===== config.mk =====
export PLATFORM = sky130hd
export DESIGN_NAME = pks_cell
export DESIGN_NICKNAME = d
export VERILOG_FILES = /design/src/rtl/pks_pkg.sv /design/src/rtl/pks_cell.sv
export SDC_FILE = /design/constraint.sdc
export NUM_CORES = 1
export LEC_CHECK = 0
export BUFFER_PORTS_ARGS = -buffer_cell sky130_fd_sc_hd__buf_2
export CORE_AREA = 2 2 153 155
export CTS_CLUSTER_DIAMETER = 40
export DETAILED_ROUTE_END_ITERATION = 16
export DIE_AREA = 0 0 155 157
export HOLD_SLACK_MARGIN = 0.08
export PLACE_DENSITY = 0.58
export SYNTH_ARGS = -nofsm -noshare
export SYNTH_HDL_FRONTEND = slang
export SYNTH_SLANG_ARGS = --single-unit

===== constraint.sdc =====
create_clock -name clk -period 4.5 [get_ports clk]
set_clock_uncertainty 0.2 [all_clocks]
set_input_delay 0.45 -clock clk [delete_from_list [all_inputs] [get_ports clk]]
set_output_delay 0.45 -clock clk [all_outputs]
set_load 0.03 [all_outputs]

===== src/rtl/pks_pkg.sv =====
// Shared types, constants and the key compare for the pair key sorter.
package pks_pkg;

    localparam int CAPACITY = 1024;
    localparam int KEY_BITS = 16;
    localparam int PAYLOAD_BITS = 64;
    localparam int COUNT_W = $clog2(CAPACITY + 1);
    localparam logic [COUNT_W-1:0] CAP_COUNT = COUNT_W'(CAPACITY);

    localparam logic MODE_INSERT = 1'b0;
    localparam logic MODE_DRAIN = 1'b1;

    typedef enum logic [1:0] {
        STATUS_OK    = 2'd0,
        STATUS_FULL  = 2'd1,
        STATUS_EMPTY = 2'd2
    } pks_status_t;

    typedef struct packed {
        logic [KEY_BITS-1:0]     row;
        logic [KEY_BITS-1:0]     col;
        logic [PAYLOAD_BITS-1:0] payload;
    } pks_entry_t;

    // Command broadcast to every cell in the same cycle.
    typedef struct packed {
        logic       ins;
        logic       drn;
        pks_entry_t entry;
    } pks_cmd_t;

    // What a cell shows to its neighbors.
    typedef struct packed {
        logic       valid;
        logic       place;
        pks_entry_t entry;
    } pks_link_t;

    // True when key (r1, c1) sorts strictly before key (r2, c2).
    function automatic logic key_before(
        input logic [KEY_BITS-1:0] r1,
        input logic [KEY_BITS-1:0] c1,
        input logic [KEY_BITS-1:0] r2,
        input logic [KEY_BITS-1:0] c2
    );
        logic res;
        if (r1 == r2) begin
            res = (c1 < c2);
        end else begin
            res = (r1 < r2);
        end
        return res;
    endfunction

endpackage


===== src/rtl/pks_cell.sv =====
// One slot of the sorted chain: holds an entry and shifts with its neighbors.
module pks_cell
    import pks_pkg::*;
(
    input  logic      clk,
    input  logic      rst_n,
    input  pks_cmd_t  cmd,
    input  pks_link_t left_link,
    input  pks_link_t right_link,
    output pks_link_t link
);

    logic       valid_reg;
    logic       valid_next;
    pks_entry_t entry_reg;
    pks_entry_t entry_next;
    logic       after;
    logic       place;

    // The new key goes at or before this slot when the slot is empty or holds
    // a strictly larger key; equal keys stay ahead of the new one.
    assign after = valid_reg && key_before(cmd.entry.row, cmd.entry.col,
                                           entry_reg.row, entry_reg.col);
    assign place = !valid_reg || after;

    always_comb
    begin
        valid_next = valid_reg;
        entry_next = entry_reg;
        if (cmd.ins && place) begin
            if (left_link.place) begin
                valid_next = left_link.valid;
                entry_next = left_link.entry;
            end else begin
                valid_next = 1'b1;
                entry_next = cmd.entry;
            end
        end else if (cmd.drn) begin
            valid_next = right_link.valid;
            entry_next = right_link.entry;
        end
    end

    always_ff @(posedge clk or negedge rst_n)
    begin
        if (!rst_n) begin
            valid_reg <= 1'b0;
        end else begin
            valid_reg <= valid_next;
        end
    end

    always_ff @(posedge clk)
    begin
        entry_reg <= entry_next;
    end

    assign link.valid = valid_reg;
    assign link.place = place;
    assign link.entry = entry_reg;

endmodule


# Yosys cells after proc, flatten, opt, wreduce, memory -nomap -nowiden
# Index checks and enable logic that the tools add are counted.
# totals
input_bits	296
reg_bits	97
# op_classes
eq_ne	1
n_reduce_logical	5
magnitude_cmp	2
mux	7
# op_table
cell	count
96-bit two-way mux	3
16-bit < comparator	2
16-bit equality test	1
1-bit two-way mux	4
1-bit logical AND	2
2-bit nonzero test	1
1-bit logical NOT	1
1-bit logical OR	1

# Depth between registers and ports, before layout
# depth
word_depth	6
depth_mapped	10
depth_no_buf	8

# Worst setup path before layout
# Ideal clock, no wire load.
# synth_timing
path_type	register -> register
startpoint	register entry_reg (netlist bit link[95])
endpoint	register entry_reg (netlist bit link[0]), enable pin
period_less_slack_ps	5039
slack_ps	-539
t_arrival_ps	4378
setup_ps	461
stages_incl_launch_ff	10
path_cell_list	edfxtp_1 > inv_1 > ha_1 > nand4_1 > nor4_2 > o2111ai_2 > a31oi_2 > buf_6 > buf_6 > or2_1
# synth_via
elab_chain_cells	6
# synth_lines
element	line_no	text
from (decl)	pks_cell.sv:15	pks_entry_t entry_reg;
from (signal assigned)	pks_cell.sv:55	entry_reg <= entry_next;
16-bit < comparator / 16-bit equality test (equally long branches)	pks_pkg.sv:50, pks_pkg.sv:47	
1-bit two-way mux *	pks_pkg.sv:47	if (r1 == r2) begin
1-bit logical AND *	pks_cell.sv:22	assign after = valid_reg && key_before(cmd.entry.row, cmd.entry.col,
1-bit logical OR *	pks_cell.sv:24	assign place = !valid_reg || after;
1-bit logical AND *	pks_cell.sv:30	if (cmd.ins && place) begin
2-bit nonzero test (no source line) *	n/a	
# Mark *: on every way between the ends. The rest lies on a longest branch, timed or not.
# A chain may end at the register's enable or synchronous reset.

# Worst setup path in the final report
# layout_timing
startpoint	register entry_reg (netlist bit link[93])
endpoint	register entry_reg (netlist bit link[12]), enable pin
# The elaborated chain is that of the path after synthesis.

==> impl_metrics.json <==
{
  "drc_violation_count_after_routing": 0,
  "grt_first_pass_wirelength_um": 27900,
  "max_clock_freq_mhz": 280,
  "power.share.sequential_pct": 38.8,
  "clock_insertion_delay_worst_skew_ns": 0.34,
  "pre_cts_ws_ns": 0.675,
  "finalHoldViolCount": 0,
  "worst_path_required_ns": 4.32,
  "finalCritPeriodShare_pct": 79.3,
  "min_cycle_time_layout_ns": 3.57,
  "power.static_leakage_nw": 4.05,
  "ff2ff_path_depth": 10,
  "rsz0062_at_grt": "false",
  "synthTopCellsByArea": "edfxtp_1, mux2_2, ha_1",
  "timing.rr.end": "link[12]",
  "first_iter_violations": 157,
  "placer_s_final_routability_congestion_estimate": 0.749,
  "maxSlewViolCount": 0,
  "timing.rr.start": "link[93]",
  "grt_antenna_before_repair": 2,
  "worst_margin_slew_ns": 0.692,
  "wl_per_cell_um": 17.2,
  "worst_setup_endpoint": "link[12]",
  "floorplan.die_area_mm2": 0.0243,
  "synth_warnings": 0,
  "tritoncts.num_buffers": 9,
  "grt_start_max_net_pins": 53,
  "avgViaCountPerCell": 4.38,
  "crit_type": "reg2reg",
  "wl_um": 19100,
  "tritoncts_clock_tree": "done",
  "post_synth_num_cell_types": 30,
  "swShare_pct": 32.6,
  "power_density_mw_per_mm2": 360,
  "timing.max_slew.rel_slack_pct": 53.9,
  "row_count": 55,
  "drt.antenna.violating_nets": 0,
  "postSynthCellCount": 433,
  "detailed_routing_iteration_count_for_the_pre_antenna_repair_pass": 4,
  "synth_seq_cells": 97,
  "htree_levels": 3,
  "cp_slowest_stage_delay_ns": 0.40,
  "cts.clk_slew.worst_paths_ns": 0.07,
  "worstSetupEndpointType": "flip-flop",
  "cts-root-buf": "clkbuf_16",
  "cts.sinks": 97,
  "initial_core_util_pct": 27.1,
  "synth-seq-area-share_pct": 47.6,
  "die_h_um": 157,
  "first_element_of_the_critical_path": "link[93]",
  "most_common_cell_after_layout_fill_and_taps_aside": "buf_2",
  "critical_path_peak_fanout": 51,
  "synth_nets": 760,
  "power_frac_clock_pct": 27.0,
  "tns_ns": 0,
  "worst_ir_drop_vdd_v": 0.000188,
  "outcome": "finished, final reports clean",
  "synth.largest_area_cell": "edfxtp_1",
  "crit_chain": "inv_1 -> ha_1 -> nand4_1 -> a211oi_1 -> a211oi_1 -> o2111ai_1 -> a31oi_4 -> buf_4 -> or2_4 -> buf_12",
  "setup_viol": 0,
  "die-width_um": 155,
  "vias_in_the_first_global_route": 5047,
  "setup_slack_ns": 0.931,
  "coreArea_mm2": 0.0225,
  "clock_path_buffers": 2,
  "nets": 1147,
  "layout-area-overhead-vs-synth_pct": 43.1,
  "postSynthAreaPerCell_um2": 14.1,
  "part_of_the_total_power_dissipated_in_combinational_logic_pct": 34.2,
  "yosys.area.top_type_share_pct": 47.2,
  "critical_path.slowest_cell": "a31oi_4",
  "gr-total-overflow": 0,
  "cts_setup_buffers": 0,
  "startpoint_type": "flip-flop",
  "worst_hold_path_type": "in2reg",
  "instances_no_fill": 1111,
  "max_cap_violations": 0,
  "crit_path_arrival_time_ns": 3.39,
  "dp_cells": 1093,
  "global_route.usage.total_pct": 15.2,
  "most-common-layout-cells": "buf_2, mux2_2, edfxtp_1",
  "total_switching_power_mw": 1.03,
  "worst-r2r-setup-slack_ns": 0.93,
  "io-pin-count": 394,
  "p_int_mw": 2.12,
  "num_vias": 4863,
  "syn-cell-area_mm2": 0.00611,
  "crit_path_frequent_cell": "a211oi_1",
  "largest_register_ff_count": 96,
  "drive_above_1_share_pct": 73.6,
  "port-buffer-count": 392,
  "dp_hpwl_um": 15200
}
==> how the worst min path moves through the flow <==
| stage | from | end | slack [ns] | cells past startpoint |
|---|---|---|---|---|
| after CTS | rst_n | valid_reg | 0.17 | 2 |
| after global routing | right_link[17] | link[17] | 0.18 | 2 |
| after floorplan | rst_n | valid_reg | -0.05 | 0 |
| after global placement | rst_n | valid_reg | 0.03 | 1 |
| final | left_link[97] | valid_reg | 0.20 | 3 |
| after detailed placement | rst_n | valid_reg | 0.03 | 1 |
==> Yosys cell counts <==
cell	count
mux2_2	173
edfxtp_1	96
inv_1	35
ha_1	31
mux2_4	18
clkbuf_1	11
a21oi_1	10
buf_2	7
nand2_1	7
o21ai_0	7
nand4_1	5
nor2_1	5
a211oi_1	3
buf_6	3
buf_4	2
mux2i_1	2
nand2b_1	2
nand3_1	2
nor3_1	2
o21a_1	2
a2bb2oi_1	1
a31oi_2	1
dfrtp_1	1
nor2b_1	1
nor4_2	1
o2111ai_1	1
o2111ai_2	1
o2bb2ai_1	1
or2_1	1
or4_1	1
==> logic make-up (layout without fill, tap and decap cells) <==
logic type      Yosys count  count (layout)  share of synthesized area, %
buf+inv                  58             450                          4.20
compound gates           27              27                          2.89
other cells               0               1                             0
mux                     193             193                          36.6
flops                    97              97                          47.6
simple gates             27              27                          2.31
fa+ha+maj                31              31                          6.35
==> metrics by stage <==
| stage | cell area, µm² | power, mW | hold slack (ns) | util (%) |
|---|---|---|---|---|
| finish | 8740 | 3.15 | 0.198 | 38.8 |
| floorplan | 6110 | 1.96 | -0.0456 | - |
| global route | 8740 | 3.33 | 0.177 | 38.8 |
| CTS | 8740 | 3.21 | 0.175 | 38.8 |
| global placement | 8410 | 2.33 | 0.0262 | 37.4 |
| detailed placement | 8410 | 2.34 | 0.0260 | 37.4 |
==> power groups by stage <==
stage	registers [mW]	logic, mW	clock network (mW)
after floorplan	1.52	0.436	0
after global placement	1.24	1.09	0
after detailed placement	1.24	1.09	0
after CTS	1.22	1.10	0.890
after global routing	1.24	1.17	0.924
final	1.22	1.08	0.850
==> final cells by class <==
class / instances / area [µm²]
clock buffer: 10 / 229
fill: 2216 / 13800
multi-input combinational: 278 / 2960
antenna: 1 / 2.50
clock inverter: 6 / 88.8
inverter: 35 / 131
tap: 285 / 357
timing repair buffer: 399 / 2070
sequential: 97 / 2910
==> layer usage <==
layer | GRT usage [%] | wire (µm) | part of all wire (%)
met2 | 27.1 | 9580 | 50
met4 | 3.26 | 112 | 0.59
met5 | 0 | 0 | 0
met1 | 17.5 | 7760 | 41
met3 | 5.23 | 1650 | 8.6
==> critical path: cells and delay by family (launching register included) <==
| kind | cells | cell delay, ns |
|---|---|---|
| AOI/OAI and AO/OA | 4 | 1.24 |
| buffers and inverters | 3 | 0.68 |
| and+or+nand+nor | 2 | 0.45 |
| DFF | 1 | 0.38 |
| adders and majority gates | 1 | 0.24 |
==> repair_timing <==
| item | in CTS | in global routing |
|---|---|---|
| resized for setup | 0 | 0 |
| hold buffers | 1 | 0 |
| endpoints found under the hold margin | 1 | 0 |
(Power assumes the default switching activity.)
